**src/hw/rtl/tlv8_fragment_parser_unit_assert.svh**
```systemverilog
// assertion macros shared by the tlv8 fragment parser rtl
`ifndef TLV8_FRAGMENT_PARSER_UNIT_ASSERT_SVH
`define TLV8_FRAGMENT_PARSER_UNIT_ASSERT_SVH
`ifndef SYNTH
// condition implies consequence in the same cycle
`define TLV8P_ASSERT_IMPL(lbl, clk, rst_n, cond, cons) \
    lbl: assert property (@(posedge clk) disable iff (!(rst_n)) (cond) |-> (cons)) \
        else $error("assertion failed");
// condition implies consequence in the next cycle
`define TLV8P_ASSERT_NEXT(lbl, clk, rst_n, cond, cons) \
    lbl: assert property (@(posedge clk) disable iff (!(rst_n)) (cond) |=> (cons)) \
        else $error("assertion failed");
`else
`define TLV8P_ASSERT_IMPL(lbl, clk, rst_n, cond, cons)
`define TLV8P_ASSERT_NEXT(lbl, clk, rst_n, cond, cons)
`endif
`endif

```
**src/hw/rtl/tlv8p_pkg.sv**
```systemverilog
// types and codes shared by the tlv8 fragment parser modules
package tlv8p_pkg;

    typedef enum logic [1:0] {
        PH_TAG = 2'd0,
        PH_LEN = 2'd1,
        PH_VAL = 2'd2
    } t_phase;

    typedef enum logic [1:0] {
        KIND_VALUE  = 2'd0,
        KIND_EMPTY  = 2'd1,
        KIND_STATUS = 2'd2
    } t_kind;

    typedef enum logic [1:0] {
        ST_OK        = 2'd0,
        ST_TRUNC_HDR = 2'd1,
        ST_TRUNC_VAL = 2'd2
    } t_status;

    typedef struct packed {
        logic [7:0] byte_in;
        logic       frame_last;
    } t_in_item;

    typedef struct packed {
        t_kind      kind;
        logic [7:0] item_type;
        logic [7:0] value_byte;
        logic       starts_item;
        logic       frame_done;
        t_status    status;
    } t_result;

endpackage

```
**src/hw/rtl/tlv8p_in_reg.sv**
```systemverilog
// input register stage of the tlv8 fragment parser
module tlv8p_in_reg
    import tlv8p_pkg::*;
(
    input  logic     i_clk,
    input  logic     i_rst_n,
    input  logic     i_valid,
    input  t_in_item i_item,
    output logic     o_stall,
    input  logic     i_advance,
    output logic     o_held,
    output t_in_item o_item
);

    logic     r_valid;
    logic     n_valid;
    t_in_item r_item;
    logic     accept;

    assign o_stall = r_valid && !i_advance;
    assign accept  = i_valid && !o_stall;

    always_comb begin
        n_valid = r_valid;
        if (accept) begin
            n_valid = 1'b1;
        end else if (i_advance) begin
            n_valid = 1'b0;
        end
    end

    always_ff @(posedge i_clk) begin
        if (!i_rst_n) begin
            r_valid <= 1'b0;
        end else begin
            r_valid <= n_valid;
        end
    end

    // payload, no reset
    always_ff @(posedge i_clk) begin
        if (accept) begin
            r_item <= i_item;
        end
    end

    assign o_held = r_valid;
    assign o_item = r_item;

endmodule

```
**src/hw/rtl/tlv8p_parse.sv**
```systemverilog
// record parser state and per-byte decode of the tlv8 fragment parser
`include "tlv8_fragment_parser_unit_assert.svh"
module tlv8p_parse
    import tlv8p_pkg::*;
(
    input  logic     i_clk,
    input  logic     i_rst_n,
    input  logic     i_step,
    input  t_in_item i_item,
    output logic     o_has_result,
    output t_result  o_result
);

    t_phase     r_phase;
    t_phase     n_phase;
    logic [7:0] r_header_tag;
    logic [7:0] n_header_tag;
    logic [7:0] r_open_tag;
    logic [7:0] n_open_tag;
    logic       r_item_open;
    logic       n_item_open;
    logic [7:0] r_bytes_left;
    logic [7:0] n_bytes_left;
    logic       r_first_pending;
    logic       n_first_pending;

    logic       merge;
    logic       len_zero;
    logic [7:0] left_dec;
    logic [7:0] b;
    logic       last;

    assign b        = i_item.byte_in;
    assign last     = i_item.frame_last;
    assign merge    = r_item_open && (r_open_tag == r_header_tag);
    assign len_zero = (b == 8'd0);
    assign left_dec = 8'(r_bytes_left - 8'd1);

    // next state
    always_comb begin
        n_phase         = r_phase;
        n_header_tag    = r_header_tag;
        n_open_tag      = r_open_tag;
        n_item_open     = r_item_open;
        n_bytes_left    = r_bytes_left;
        n_first_pending = r_first_pending;
        case (r_phase)
            PH_LEN: begin
                if (len_zero) begin
                    if (!merge) begin
                        n_open_tag  = r_header_tag;
                        n_item_open = 1'b1;
                    end
                    n_phase = PH_TAG;
                end else if (!last) begin
                    if (!merge) begin
                        n_open_tag  = r_header_tag;
                        n_item_open = 1'b1;
                    end
                    n_first_pending = !merge;
                    n_bytes_left    = b;
                    n_phase         = PH_VAL;
                end
            end
            PH_VAL: begin
                n_bytes_left    = left_dec;
                n_first_pending = 1'b0;
                if (left_dec == 8'd0) begin
                    n_phase = PH_TAG;
                end
            end
            default: begin
                n_header_tag = b;
                if (!last) begin
                    n_phase = PH_LEN;
                end
            end
        endcase
        // frame end puts everything back to reset
        if (last) begin
            n_phase         = PH_TAG;
            n_header_tag    = 8'd0;
            n_open_tag      = 8'd0;
            n_item_open     = 1'b0;
            n_bytes_left    = 8'd0;
            n_first_pending = 1'b0;
        end
    end

    // result of this byte
    always_comb begin
        o_has_result         = 1'b0;
        o_result.kind        = KIND_STATUS;
        o_result.item_type   = r_header_tag;
        o_result.value_byte  = 8'd0;
        o_result.starts_item = 1'b0;
        o_result.frame_done  = last;
        o_result.status      = ST_OK;
        case (r_phase)
            PH_LEN: begin
                if (len_zero) begin
                    if (!merge) begin
                        o_has_result         = 1'b1;
                        o_result.kind        = KIND_EMPTY;
                        o_result.starts_item = 1'b1;
                    end else if (last) begin
                        o_has_result = 1'b1;
                    end
                end else if (last) begin
                    o_has_result    = 1'b1;
                    o_result.status = ST_TRUNC_VAL;
                end
            end
            PH_VAL: begin
                o_has_result         = 1'b1;
                o_result.kind        = KIND_VALUE;
                o_result.item_type   = r_open_tag;
                o_result.value_byte  = b;
                o_result.starts_item = r_first_pending;
                if (last && (left_dec != 8'd0)) begin
                    o_result.status = ST_TRUNC_VAL;
                end
            end
            default: begin
                o_result.item_type = b;
                if (last) begin
                    o_has_result    = 1'b1;
                    o_result.status = ST_TRUNC_HDR;
                end
            end
        endcase
    end

    always_ff @(posedge i_clk) begin
        if (!i_rst_n) begin
            r_phase         <= PH_TAG;
            r_header_tag    <= 8'd0;
            r_open_tag      <= 8'd0;
            r_item_open     <= 1'b0;
            r_bytes_left    <= 8'd0;
            r_first_pending <= 1'b0;
        end else if (i_step) begin
            r_phase         <= n_phase;
            r_header_tag    <= n_header_tag;
            r_open_tag      <= n_open_tag;
            r_item_open     <= n_item_open;
            r_bytes_left    <= n_bytes_left;
            r_first_pending <= n_first_pending;
        end
    end

    `TLV8P_ASSERT_IMPL(a_val_has_bytes, i_clk, i_rst_n, r_phase == PH_VAL, r_bytes_left != 8'd0)
    `TLV8P_ASSERT_NEXT(a_frame_end_clears, i_clk, i_rst_n, i_step && last, (r_phase == PH_TAG) && !r_item_open)
    `TLV8P_ASSERT_IMPL(a_first_only_in_val, i_clk, i_rst_n, r_first_pending, r_phase == PH_VAL)

endmodule

```
**src/hw/rtl/tlv8p_out_reg.sv**
```systemverilog
// result register of the tlv8 fragment parser
module tlv8p_out_reg
    import tlv8p_pkg::*;
(
    input  logic    i_clk,
    input  logic    i_rst_n,
    input  logic    i_load,
    input  t_result i_result,
    input  logic    i_stall,
    output logic    o_free,
    output logic    o_valid,
    output t_result o_result
);

    logic    r_valid;
    logic    n_valid;
    t_result r_result;

    // slot can take a result when empty or being drained this cycle
    assign o_free = !r_valid || !i_stall;

    always_comb begin
        n_valid = r_valid;
        if (i_load) begin
            n_valid = 1'b1;
        end else if (!i_stall) begin
            n_valid = 1'b0;
        end
    end

    always_ff @(posedge i_clk) begin
        if (!i_rst_n) begin
            r_valid <= 1'b0;
        end else begin
            r_valid <= n_valid;
        end
    end

    always_ff @(posedge i_clk) begin
        if (i_load) begin
            r_result <= i_result;
        end
    end

    assign o_valid  = r_valid;
    assign o_result = r_result;

endmodule

```
**src/hw/rtl/tlv8_fragment_parser_unit.sv**
```systemverilog
// top level of the tlv8 fragment parser: input register, parser, result register
//
// usage
// - input channel: one frame byte per item on i_byte_in, i_frame_last high on the
//   last byte of a frame; taken at a clock edge with i_valid high and o_stall low
// - output channel: one result item per value byte, empty-item marker or
//   end-of-frame status; taken at a clock edge with o_valid high and i_stall low
// - bytes that are headers and cause no result simply vanish inside the block
// - a taken byte waits in the input register and is decoded into the result register
//   once the result slot is free; the result is offered from the result register
// - throughput: one byte per cycle while the receiver does not stall; the decode is
//   a single step on the small parse state, so the input register drains into the
//   result register each cycle unless a result is held there by a receiver stall
// - stall: when the receiver stalls with a result waiting, the byte in the input
//   register holds and o_stall rises once that register is full; o_valid and the
//   result payload stay put until taken
// - on error status (truncated header or value) the receiver drops the frame
// - reset (i_rst_n low, synchronous): both registers empty, parser expects a tag
// - every frame end returns the parser to its reset state, no merge across frames
`include "tlv8_fragment_parser_unit_assert.svh"
module tlv8_fragment_parser_unit
    import tlv8p_pkg::*;
(
    input  logic       i_clk,
    input  logic       i_rst_n,
    // input channel
    input  logic       i_valid,
    output logic       o_stall,
    input  logic [7:0] i_byte_in,
    input  logic       i_frame_last,
    // output channel
    output logic       o_valid,
    input  logic       i_stall,
    output logic [1:0] o_kind,
    output logic [7:0] o_item_type,
    output logic [7:0] o_value_byte,
    output logic       o_starts_item,
    output logic       o_frame_done,
    output logic [1:0] o_status
);

    t_in_item in_item;
    t_in_item held_item;
    logic     held;
    logic     out_free;
    logic     advance;
    logic     has_result;
    t_result  result;
    t_result  out_result;

    assign in_item.byte_in    = i_byte_in;
    assign in_item.frame_last = i_frame_last;

    // a held byte is decoded when the result slot can take whatever it produces
    assign advance = held && out_free;

    tlv8p_in_reg u_in_reg (
        .i_clk     (i_clk),
        .i_rst_n   (i_rst_n),
        .i_valid   (i_valid),
        .i_item    (in_item),
        .o_stall   (o_stall),
        .i_advance (advance),
        .o_held    (held),
        .o_item    (held_item)
    );

    tlv8p_parse u_parse (
        .i_clk        (i_clk),
        .i_rst_n      (i_rst_n),
        .i_step       (advance),
        .i_item       (held_item),
        .o_has_result (has_result),
        .o_result     (result)
    );

    tlv8p_out_reg u_out_reg (
        .i_clk    (i_clk),
        .i_rst_n  (i_rst_n),
        .i_load   (advance && has_result),
        .i_result (result),
        .i_stall  (i_stall),
        .o_free   (out_free),
        .o_valid  (o_valid),
        .o_result (out_result)
    );

    assign o_kind        = out_result.kind;
    assign o_item_type   = out_result.item_type;
    assign o_value_byte  = out_result.value_byte;
    assign o_starts_item = out_result.starts_item;
    assign o_frame_done  = out_result.frame_done;
    assign o_status      = out_result.status;

    `TLV8P_ASSERT_IMPL(a_status_only_at_end, i_clk, i_rst_n, o_valid && !o_frame_done, o_status == ST_OK)
    `TLV8P_ASSERT_IMPL(a_value_zero_off_data, i_clk, i_rst_n, o_valid && (o_kind != KIND_VALUE), o_value_byte == 8'd0)
    `TLV8P_ASSERT_IMPL(a_stall_needs_held, i_clk, i_rst_n, o_stall, held && o_valid && i_stall)

endmodule
```
**config.mk**
```make
export PLATFORM = sky130hd
export DESIGN_NAME = tlv8_fragment_parser_unit
export DESIGN_NICKNAME = d
export VERILOG_FILES = /design/src/hw/rtl/tlv8p_pkg.sv /design/src/hw/rtl/tlv8p_in_reg.sv /design/src/hw/rtl/tlv8p_parse.sv /design/src/hw/rtl/tlv8p_out_reg.sv /design/src/hw/rtl/tlv8_fragment_parser_unit.sv
export VERILOG_INCLUDE_DIRS = /design/src /design/src/hw/rtl
export SDC_FILE = /design/constraint.sdc
export NUM_CORES = 1
export LEC_CHECK = 0
export BUFFER_PORTS_ARGS = -buffer_cell sky130_fd_sc_hd__buf_2
export CAP_MARGIN = 15
export CORE_ASPECT_RATIO = 0.9
export CORE_MARGIN = 4
export CORE_UTILIZATION = 62
export CTS_CLUSTER_SIZE = 40
export DETAILED_ROUTE_END_ITERATION = 10
export PLACE_DENSITY = 0.85
export SETUP_SLACK_MARGIN = 0.15
export SLEW_MARGIN = 20
export SYNTH_ARGS = -nofsm -noshare
export SYNTH_HDL_FRONTEND = slang
export SYNTH_HIERARCHICAL = 1
export SYNTH_SLANG_ARGS = --single-unit
```
**constraint.sdc**
```tcl
create_clock -name i_clk -period 4.53 [get_ports i_clk]
set_clock_uncertainty 0.05 [all_clocks]
set_input_delay 0.6795 -clock i_clk [delete_from_list [all_inputs] [get_ports i_clk]]
set_output_delay 0.6795 -clock i_clk [all_outputs]
set_load 0.05 [all_outputs]
```
# Word-level counts from Yosys, hierarchy flattened

Cells that the tools add are included.

Equality and inequality tests: 8
Add/subtract/negate cells: 1
Muxes and demuxes: 38
Reduce and logical (&&, ||, !) cells: 23

Operators with widths:

| cell                | number |
|---|---|
| $mux 8              | 7 |
| $pmux 8 s2          | 2 |
| $logic_not 8->1     | 2 |
| $mux 2              | 8 |
| $mux 1              | 15 |
| $pmux 2 s2          | 3 |
| $eq 8x8->1          | 1 |
| $reduce_bool 8->1   | 1 |
| $sub 8x1->8 const B | 1 |
| $logic_and 1x1->1   | 6 |
| $pmux 1 s2          | 3 |
| $reduce_and 3->1    | 2 |
| $logic_not 1->1     | 5 |
| $ne 2x1->1 const B  | 2 |
| $reduce_and 2->1    | 2 |
| $reduce_bool 2->1   | 2 |
| $ne 3x2->1 const B  | 1 |
| $ne 3x3->1 const B  | 1 |
| $reduce_bool 3->1   | 1 |
| $eq 2x1->1 const B  | 1 |
| $eq 2x2->1 const B  | 1 |
| $ne 2x2->1 const B  | 1 |
| $reduce_or 2->1     | 1 |
| $logic_or 1x1->1    | 1 |

Output and inout port bits: 24
Flip-flop bits (word level): 61
Logic and storage cells: 86
Input port bits: 13

# Logic depth before layout (Yosys ltp)

Gate-level depths: netlist of the first run.

Depth in word-level cells: 8
Mapped depth: 10
Depth with buffers taken out: 9

# By module

The synthesis of the first run kept the hierarchy.

Modules (own cells, without submodules):

| module                    | sequential area each (µm²) | times used | area an instance (µm²) | cells an instance |
|---|---|---|---|---|
| tlv8p_parse               | 560.5                      | 1          | 1874.3                 | 224 |
| tlv8p_out_reg             | 680.7                      | 1          | 695.7                  | 26 |
| tlv8p_in_reg              | 290.3                      | 1          | 317.8                  | 13 |
| tlv8_fragment_parser_unit | 0.0                        | 1          | 12.5                   | 2 |

# Worst setup path after synthesis of the first run

Ideal clock, no wire load.

Path kind: register -> register
Start point: register u_parse.r_phase[0]
End point: register u_out_reg.r_result (netlist bit u_out_reg/o_result[0]) (enable)
Library setup time: 0.381 ns
Cell stages (with the launch flop): 9
Required time: 4.099 ns
Arrival: 2.004 ns
Path buffers: 3
Path slack: 2.094 ns
Period minus slack after synthesis: 2.436 ns
Cells stage by stage: dfxtp_1 > inv_1 > ha_1 > buf_6 > clkbuf_1 > clkbuf_1 > nand2_1 > nand3_1 > and3_1

Longest elaborated chain between the ends: 3
Elaborated cells on any way between the ends: 4
Those cells by class: 2 x eq/ne; 1 x mux; 1 x reduce/logical

Ends and longest elaborated chain:

| element                                  | line                            | text |
|---|---|---|
| start: declaration                       | tlv8p_parse.sv:14               | `t_phase r_phase;` |
| start signal: assignment                 | tlv8p_parse.sv:143              | `r_phase <= n_phase;` |
| $eq 2x2->1 or $eq 2x1->1 (tied branches) | tlv8p_parse.sv:99               | `case (r_phase)` |
| $pmux 1 s2 (*)                           | tlv8p_parse.sv:99               |  |
| net has_result                           | tlv8_fragment_parser_unit.sv:47 | `logic has_result;` |
| $logic_and 1x1->1 (*)                    | tlv8_fragment_parser_unit.sv:80 | `.i_load (advance && has_result),` |
| end signal: assignment                   | tlv8p_out_reg.sv:41             | `r_result <= i_result;` |
| end: declaration                         | tlv8p_out_reg.sv:17             | `t_result r_result;` |

The timed path passes the listed nets; every way through them passes the cells marked *.
A chain may end at the register's enable or synchronous reset.

# Final worst setup path of the first run

Start point: register u_parse.r_phase[0]
End point: register u_out_reg.r_result (netlist bit u_out_reg/o_result[15]) (enable)

Same word-level chain as after synthesis.

==> metrics, run 1 <==
Final Max Tran Viols 0; gr usage total 22.8%; DRT Wirelength between 6000 and 7000 um; arrival time at the worst endpoint ~2800 ps; Initial Util between 60% and 70%; DRC 0; # setup viols final 0; async set-reset flop share out of synthesis 0%; site row count 23; Clock transition at path regs approximately 70 ps; gpl congestion just under 0.9; status finished clean; count leader, synth edfxtp_1; proportion of layout cells with a drive suffix above 1 21.4%; Comb power frac 10.9%; CP Data Required Time ~4400 ps; Core Util, Final between 70 and 80%; Synth Instances roughly 270; Max Cap Violations 0; family with the most delay on the worst path simple AND/OR/NAND/NOR gates; DRT iter0 DRCs approximately 300; worst path buffer plus inverter count 0; R2R Path Start u_parse/r_phase[0]; die span in x about 80 um; CTS sink cnt 61; TNS Setup 0 ps; FF-to-FF End u_out_reg/o_result[15]; Cell Area, Synth 2900 um2; wire per inst around 16 um; Post-CTS Setup Inserts 0; CP Cell Sequence ha_1, nand3_2, nor2_1, nand2_1, nand3_1, and3_1; largest area contributor in the netlist edfxtp_1; share of the synthesized area in the top cell type around a third; synth-to-layout area growth 11.4%; slowest stage delay, CP roughly 740 ps; Post-synth EDFFs 31; Slowest cell on crit path and3_1; Final ANT Viol Nets 0; setup slack after layout 1690 ps; Initial DRT Pass Iterations 5; H-tree levels 3; unrepaired setup endpoints after global routing false; post-route cell area about 3200 um2; R2R cell count 6; CTS root buf clkbuf_8; storage element area roughly 1500 um2; Num CTS Buffers 9; Ant. Diodes 0; # IOs 37; hold endpoint u_parse/r_first_pending; Syn. warnings 6; crit share post-route 62.7%; Synth Flop Type edfxtp_1; PwrDens 352 nW/um2; Slew @ Worst Pin just under 900 ps; crit start category flip-flop; HP Class reg2reg; first-pass GRT wire length between 9000 and 10000 um; Max Buffers Root-to-Sink 2; Port Buffers 36; Seq pwr share between 50% and 60%; top cells by area, synth edfxtp_1 (32%), dfxtp_1 (21%), a22oi_1 (4.1%), nand2_1 (3.5%), a32o_1 (3.1%); # fillers about 340; post-CTS resize count 0; hold path startpoint u_parse/r_first_pending; critical path endpoint category flip-flop; leakage about 1.2 nW; Clock Latency Late Sink around 350 ps; number of global-route vias before repair between 1500 and 2000; sequential fraction of the synthesis area 52.8%; Cell Int Power 0.833 mW; vias per cell between 5 and 6; switching share of power ~27%; reg2reg setup slack 1690 ps; post-synth cell types just over 50; #FFs+latches synth 61; Core ar. roughly 4500 um2; Total Power roughly 1.1 mW; Place WS between 1500 and 2000 ps; Fin. Hold Viols 0; shortest period the worst path allows approximately 2800 ps; Clk pwr share 34.3%; Hold Path Depth 1; Synthesized Nets approximately 280; Final HPWL DP 4050 um; sw power 0.306 mW; Slew HR between 40% and 50%; CTS Hold Bufs 0; area of the die around 5800 um2; achievable frequency 0.352 GHz; placed cell area 3070 um2; via count between 2000 and 2500; CP Class reg2reg; largest net degree at the start of global routing 40; Layout Nets ~320; initial antenna violation count 0; Worst VDD drop 0.220 mV; top cells by count, synth edfxtp_1 (31), dfxtp_1 (30), nand2_1 (27); total grt overflow 0; footprint of the multi-input gates around 1200 um2; syn_area_per_cell roughly 11 um2; die height 72.9 um; worst-path fanout max 23; CTS tree yes
==> through the flow <==
stage,cells,hold WS (ps)
after global placement,350,417
after CTS,366,421
after global routing,366,441
final,366,420
after floorplan,265,392
after detailed placement,350,406
==> layer usage <==
layer / up-vias / wire length [um] / GRT usage, %
met4: 0 / 102 / 9.38
met5: - / 0 / 0
met1: 981 / 2770 / 31.8
met3: 15 / 633 / 8.27
li1: 1037 / - / -
met2: 135 / 2520 / 32.4
==> how the worst max path moves through the flow <==
stage / startpoint / to / slack (ps) / cells after the start
final: u_parse/r_phase[0] / u_out_reg/o_result[15] / 1690 / 6
after global routing: u_parse/r_phase[0] / u_out_reg/o_result[15] / 1460 / 6
after CTS: u_parse/r_phase[0] / u_out_reg/o_result[2] / 1730 / 6
after detailed placement: u_parse/r_phase[0] / u_out_reg/o_result[13] / 1740 / 6
after global placement: u_parse/r_phase[0] / u_out_reg/o_result[13] / 1820 / 6
after floorplan: u_parse/r_phase[0] / u_out_reg/o_result[0] / 2090 / 8
==> logic make-up after synthesis <==
logic type	Yosys count	share of synthesized area, %
AOI/OAI and AO/OA	77	18.9
xor gates and xnor gates	13	3.93
adders and majority gates	4	1.73
buffers and inverters	21	4.10
DFF	61	52.8
muxes	2	0.690
and+or+nand+nor	87	17.9
==> power by group through the flow <==
stage / sequential, mW / clock, mW / combinational (mW)
after floorplan: 0.659 / 0 / 0.0672
after global placement: 0.633 / 0 / 0.122
after detailed placement: 0.635 / 0 / 0.123
after CTS: 0.623 / 0.404 / 0.123
after global routing: 0.625 / 0.435 / 0.134
final: 0.623 / 0.391 / 0.125
==> sequential cells by signal, summed over array words and instances (netlist names) <==
signal                   cells
u_parse/r_bytes_left         8
u_out_reg/o_valid            1
u_parse/r_open_tag           8
u_parse/r_first_pending      1
u_in_reg/o_held              1
u_parse/r_item_open          1
u_parse/r_header_tag         8
u_parse/r_phase              2
u_in_reg/o_item              9
u_out_reg/o_result          22
==> cell type report <==
| cell class | count | share of cell area (%) |
|---|---|---|
| Timing Repair Buffer | 37 | 5.81 |
| Inverter | 7 | 0.813 |
| Clock inverter | 5 | 0.852 |
| Sequential cell | 61 | 47.4 |
| Multi-Input combinational cell | 183 | 38.7 |
| Tap cell | 62 | 2.40 |
| Clock buffer | 11 | 4.07 |
==> worst register-to-register path, cell delays in order, from the launching register on <==
cell	delay [ps]
dfxtp_1	380
ha_1	610
nand3_2	320
nor2_1	170
nand2_1	80
nand3_1	100
and3_1	740
==> cells in the final DEF (no fill, tap or decap), drive strengths merged <==
cell type	count
o21bai	1
nand3	4
ha	4
and3	1
xnor2	4
a22oi	16
buf	37
o221ai	1
nand4	2
a21o	4
a21oi	8
nor2	10
clkinv	5
o21ai	21
nand2b	2
dfxtp	30
xor2	9
nand2	27
inv	7
nor3	7
nor4	6
a21boi	3
a211o	2
o211a	1
clkbuf	11
mux2i	2
nor3b	2
and3b	1
o21a	3
o31a	2
edfxtp	31
o22ai	1
o211ai	1
and2b	2
and2	11
a32o	9
a211oi	4
nor2b	12
Power figures use the tool's default switching activity.
==> inputs of run 2 (changes only) <==
--- a/config.mk
+++ b/config.mk
@@ -10,10 +10,10 @@
 export CAP_MARGIN = 15
 export CORE_ASPECT_RATIO = 0.9
 export CORE_MARGIN = 4
-export CORE_UTILIZATION = 62
+export CORE_UTILIZATION = 52
 export CTS_CLUSTER_SIZE = 40
 export DETAILED_ROUTE_END_ITERATION = 10
-export PLACE_DENSITY = 0.85
+export PLACE_DENSITY = 0.76
 export SETUP_SLACK_MARGIN = 0.15
 export SLEW_MARGIN = 20
 export SYNTH_ARGS = -nofsm -noshare
==> constraint.sdc (replaced) <==
create_clock -name i_clk -period 2.6 [get_ports i_clk]
set_clock_uncertainty 0.05 [all_clocks]
set_input_delay 0.39 -clock i_clk [delete_from_list [all_inputs] [get_ports i_clk]]
set_output_delay 0.39 -clock i_clk [all_outputs]
set_load 0.05 [all_outputs]
==> run 2 against run 1 <==
- maximum frequency rose by 35%
- core utilization fell by 7.8 points
- worst setup slack lost 1200 ps
==> metrics, run 2 (synthesis gave the netlist of run 1 again) <==
Comb power frac 10.0% (-0.9 points); first-pass GRT wire length 10800 um (+10%); gr usage total 21.2% (-1.6 points); unrepaired setup endpoints after global routing false; placed cell area 3170 um2 (+3.3%); proportion of layout cells with a drive suffix above 1 24.8% (+3.4 points); largest net degree at the start of global routing 28 (-30%); Port Buffers 36 (unchanged); Final Max Tran Viols 0 (unchanged); switching share of power 24.3% (-2.5 points); DRT iter0 DRCs 225 (-27%); footprint of the multi-input gates 1250 um2 (unchanged); Slew HR 56.1% (+15 points); Final HPWL DP 4510 um (+11%); most frequent cells in the layout buf_2 (36), edfxtp_1 (31), dfxtp_1 (30), nand2_1 (27), o21ai_0 (18); arrival time at the worst endpoint 2140 ps (-610 ps); met3 wire len 576 um (-9.0%); area of the die 6840 um2 (+17%); # setup viols final 0 (unchanged); Clock transition at path regs 70 ps (about the same); CTS root buf clkbuf_8; Clock Latency Late Sink 340 ps (about the same); gpl congestion 0.864 (-0.84%); Cell Int Power 1.76 mW (+110%); Post-CTS Setup Inserts 0 (unchanged); Layout Nets 327 (+3.5%); H-tree levels 3 (unchanged); Seq pwr share 46.8% (-7.9 points); post-route cell area 3410 um2 (+5.6%); worst-path fanout max 7 (-70%); Routed met1 length 2960 um (+6.9%); achievable frequency 0.476 GHz (+35%); initial antenna violation count 0 (unchanged); critical path endpoint category flip-flop; crit start category flip-flop; Initial Util 54.5% (-10 points); Clk pwr share 43.3% (+9.0 points); CTS tree yes; Initial DRT Pass Iterations 5 (unchanged); site row count 25 (+8.7%); crit share post-route 80.8% (+18 points); wire per inst 17.4 um (+5.6%); die height 78.9 um (+8.2%); via count 2212 (+2.0%); max FFs per register 22 (unchanged); Final ANT Viol Nets 0 (unchanged); DRC 0 (unchanged); fin cells 382 (+4.4%); Core ar. 5320 um2 (+18%); Max Buffers Root-to-Sink 2 (unchanged); TNS Setup 0 ps (unchanged); Num CTS Buffers 9 (unchanged); shortest period the worst path allows 2100 ps (-738 ps); Fin Hold WS 166 ps (-254 ps); CTS Hold Bufs 0 (unchanged); commonest non-fill, non-tap cell in the layout buf_2; CTS sink cnt 61 (unchanged); leakage 1.32 nW (+7.3%); synth-to-layout area growth 17.7%; top layer in use met4; Fin. Hold Viols 0 (unchanged); Ant. Diodes 0 (unchanged); DR WL met2 2940 um (+17%); number of global-route vias before repair 2094 (+12%); sw power 0.566 mW (+85%); PwrDens 681 nW/um2 (+93%); vias per cell 5.79 (-2.2%); CP Data Required Time 2640 ps (-1800 ps); die span in x 86.7 um (+8.3%); Worst VDD drop 0.382 mV (+73%); Slew @ Worst Pin 653 ps (-224 ps); # fillers 461 (+34%); status finished clean; post-CTS resize count 0 (unchanged); Max Cap Violations 0 (unchanged); # IOs 37 (unchanged); total grt overflow 0 (unchanged); HP Class in2reg; DRT Wirelength 6640 um (+10%); storage element area 1530 um2 (unchanged); placed insts 366 (+4.6%); CP Class reg2reg
-- run 2: final cells by class --
cell class / count / area share, %
tap: 67 / 2.46
timing repair buffer: 48 / 8.28
multi-input combinational: 183 / 36.6
clock buffer: 10 / 3.74
clock inverter: 6 / 3.26
sequential: 61 / 44.9
inverter: 7 / 0.770
-- run 2: power groups by stage --
| stage | sequential [mW] | combinational [mW] | clock (mW) |
|---|---|---|---|
| 2_1_floorplan | 1.15 | 0.117 | 0 |
| 3_3_place_gp | 1.11 | 0.229 | 0 |
| 3_5_place_dp | 1.11 | 0.230 | 0 |
| 4_1_cts | 1.09 | 0.232 | 1.02 |
| 5_1_grt | 1.09 | 0.253 | 1.07 |
| 6_report | 1.09 | 0.232 | 1.01 |
-- run 2: routing by layer --
layer	GRT usage [%]	up-vias
met5	0	-
met4	10.4	0
met3	5.29	14
met2	30.4	100
met1	29.8	1036
li1	-	1062
-- run 2: metrics by stage --
stage	power [mW]	worst slack [ps]	util, %
2_1_floorplan	1.26	164	-
3_3_place_gp	1.33	531	59.7
3_5_place_dp	1.34	516	59.7
4_1_cts	2.34	505	64.2
5_1_grt	2.41	333	64.2
6_report	2.33	499	64.2
-- run 2: final timing paths --
kind                           startpoint                      end  slack, ps  cells after the start
hold reg to reg   u_parse/r_first_pending  u_parse/r_first_pending        420                      1
hold / removal               i_byte_in[6]       u_in_reg/o_item[7]        170                      1
setup / recovery  u_parse/r_bytes_left[0]    u_out_reg/o_result[1]        500                      6
setup reg to reg  u_parse/r_bytes_left[0]    u_out_reg/o_result[1]        500                      6
-- run 2: worst max-delay path: stages, from the launching register on --
cell and delay, ps:
dfxtp_1 480, inv_1 120, ha_1 260, nor4_1 370, nor2_1 120, o21a_1 230
o211a_1 220
==> inputs of run 3 (changes only) <==
--- a/config.mk
+++ b/config.mk
@@ -10,10 +10,10 @@
 export CAP_MARGIN = 15
 export CORE_ASPECT_RATIO = 0.9
 export CORE_MARGIN = 4
-export CORE_UTILIZATION = 52
+export CORE_UTILIZATION = 57
 export CTS_CLUSTER_SIZE = 40
 export DETAILED_ROUTE_END_ITERATION = 10
-export PLACE_DENSITY = 0.76
+export PLACE_DENSITY = 0.79
 export SETUP_SLACK_MARGIN = 0.15
 export SLEW_MARGIN = 20
 export SYNTH_ARGS = -nofsm -noshare
==> constraint.sdc (replaced) <==
create_clock -name i_clk -period 2.1 [get_ports i_clk]
set_clock_uncertainty 0.05 [all_clocks]
set_input_delay 0.315 -clock i_clk [delete_from_list [all_inputs] [get_ports i_clk]]
set_output_delay 0.315 -clock i_clk [all_outputs]
set_load 0.05 [all_outputs]
==> run 3 against run 2 <==
- sequential share of layout area down 1.5 points
- register-to-register slack worse by 280 ps
- total power up 10%
- critical endpoint unchanged
- largest cell class unchanged
- highest routed layer unchanged
==> metrics, run 3 (synthesis gave the netlist of run 1 again) <==
DRT Wirelength 6570 um (-1.1%); max FFs per register 22 (unchanged); PwrDens 723 nW/um2 (+6.2%); footprint of the multi-input gates 1290 um2 (+3.1%); Final ANT Viol Nets 0 (unchanged); Clock Latency Late Sink 330 ps (about the same); Max Cap Violations 0 (unchanged); Routed met1 length 2930 um (-1.0%); unrepaired setup endpoints after global routing false; H-tree levels 3 (unchanged); CTS Hold Bufs 0 (unchanged); top layer in use met4; CTS sink cnt 61 (unchanged); worst-path fanout max 4 (-3); die span in x 83.2 um (-4.1%); gpl congestion 0.938 (+8.6%); total grt overflow 0 (unchanged); CP Class reg2reg; CP Data Required Time 2140 ps (-500 ps); arrival time at the worst endpoint 1920 ps (-220 ps); Slowest cell on crit path nor4_1; commonest non-fill, non-tap cell in the layout buf_2; family with the most delay on the worst path compound AO/OA/AOI/OAI gates; most frequent cells in the layout buf_2 (35), edfxtp_1 (31), buf_4 (29), dfxtp_1 (28), nand2_1 (27); Ant. Diodes 0 (unchanged); placed insts 377 (+3.0%); shortest period the worst path allows 1880 ps (-216 ps); Final HPWL DP 4490 um (-0.34%); Num CTS Buffers 9 (unchanged); gr usage total 21.9% (+0.65 points); CTS tree yes; DR WL met2 2970 um (+0.82%); TNS Setup 0 ps (unchanged); status finished clean; proportion of layout cells with a drive suffix above 1 30.4% (+5.7 points); fin cells 400 (+4.7%); Slew HR 73.3% (+17 points); HP Class in2reg; leakage 1.39 nW (+5.8%); synth-to-layout area growth 21.9%; critical path endpoint category flip-flop; Initial Util 59.3% (+4.7 points); Core ar. 4890 um2 (-8.0%); site row count 24 (-4.0%); Max Buffers Root-to-Sink 2 (unchanged); CTS root buf clkbuf_8; vias per cell 5.86 (+1.2%); Worst VDD drop 0.462 mV (+21%); via count 2344 (+6.0%); wire per inst 16.4 um (-5.5%); first-pass GRT wire length 10400 um (-3.1%); area of the die 6290 um2 (-7.9%); Total Power 2.56 mW (+10%); # setup viols final 0 (unchanged); Initial DRT Pass Iterations 4 (-1); Core Util, Final 72.2% (+8.0 points); largest net degree at the start of global routing 27 (-3.6%); initial antenna violation count 0 (unchanged); met3 wire len 493 um (-14%); DRT iter0 DRCs 231 (+2.7%); slowest stage delay, CP 330 ps (-150 ps); storage element area 1530 um2 (+0.16%); Layout Nets 347 (+6.1%); # fillers 352 (-24%); number of global-route vias before repair 2043 (-2.4%); CP Cell Sequence buf_6, buf_12, o21a_1, nor4_1, nor2_1, o21a_1, o211a_1; Fin Hold WS 107 ps (-58.9 ps); die height 75.7 um (-4.0%); achievable frequency 0.531 GHz (+11%); Final Max Tran Viols 0 (unchanged); worst path buffer plus inverter count 2 (+1); # IOs 37 (unchanged); Port Buffers 36 (unchanged); crit share post-route 89.8% (+9.0 points); Clock transition at path regs 70 ps (about the same); Slew @ Worst Pin 400 ps (-253 ps); Fin. Hold Viols 0 (unchanged); DRC 0 (unchanged); crit start category flip-flop; most frequent CP cell o21a_1
run 3: timing repair:
item / 4_1_cts / 5_1_grt
pin swaps: 0 / 6
gates resized for setup: 1 / 9
setup buffers: 0 / 6
setup endpoints to repair: 22 / 33
cloned: 1 / 0
run 3: final cells by class:
cell class,instances,share of cell area [%]
Timing Repair Buffer,67,12.3
Clock buffer,11,4.00
Sequential cell,61,43.4
Multi-Input combinational cell,184,36.5
Clock inverter,5,0.779
Inverter,7,0.743
Tap cell,65,2.30
run 3: routing by layer:
layer	track usage (%)	vias to the layer above
met3	4.86	21
li1	-	1111
met2	35.1	126
met4	10.3	0
met5	0	-
met1	28.8	1086
run 3: power breakdown:
part / internal (mW) / switching [mW]
combinational: 0.114 / 0.220
sequential: 1.30 / 0.0325
clock: 0.452 / 0.440
total: 1.86 / 0.693
run 3: through the flow:
| stage | setup slack [ps] | instance area (um2) |
|---|---|---|
| after floorplan | 158 | 2910 |
| after global placement | 221 | 3260 |
| after detailed placement | 139 | 3260 |
| after CTS | 170 | 3450 |
| after global routing | 128 | 3530 |
| final | 215 | 3530 |
run 3: path summary, 6_finish.rpt:
kind / from / to / slack, ps / cells past startpoint
worst max register to register: u_parse/r_bytes_left[1] / u_out_reg/o_result[1] / 220 / 7
worst max-delay path: u_parse/r_bytes_left[1] / u_out_reg/o_result[1] / 220 / 7
worst min register to register: u_parse/r_first_pending / u_parse/r_first_pending / 420 / 1
worst min-delay path: i_frame_last / u_in_reg/o_item[0] / 110 / 1
run 3: worst register-to-register path, stage by stage, from the launching register on:
cell,delay (ps)
dfxtp_2,320
buf_6,120
buf_12,120
o21a_1,160
nor4_1,330
nor2_1,120
o21a_1,210
o211a_1,210
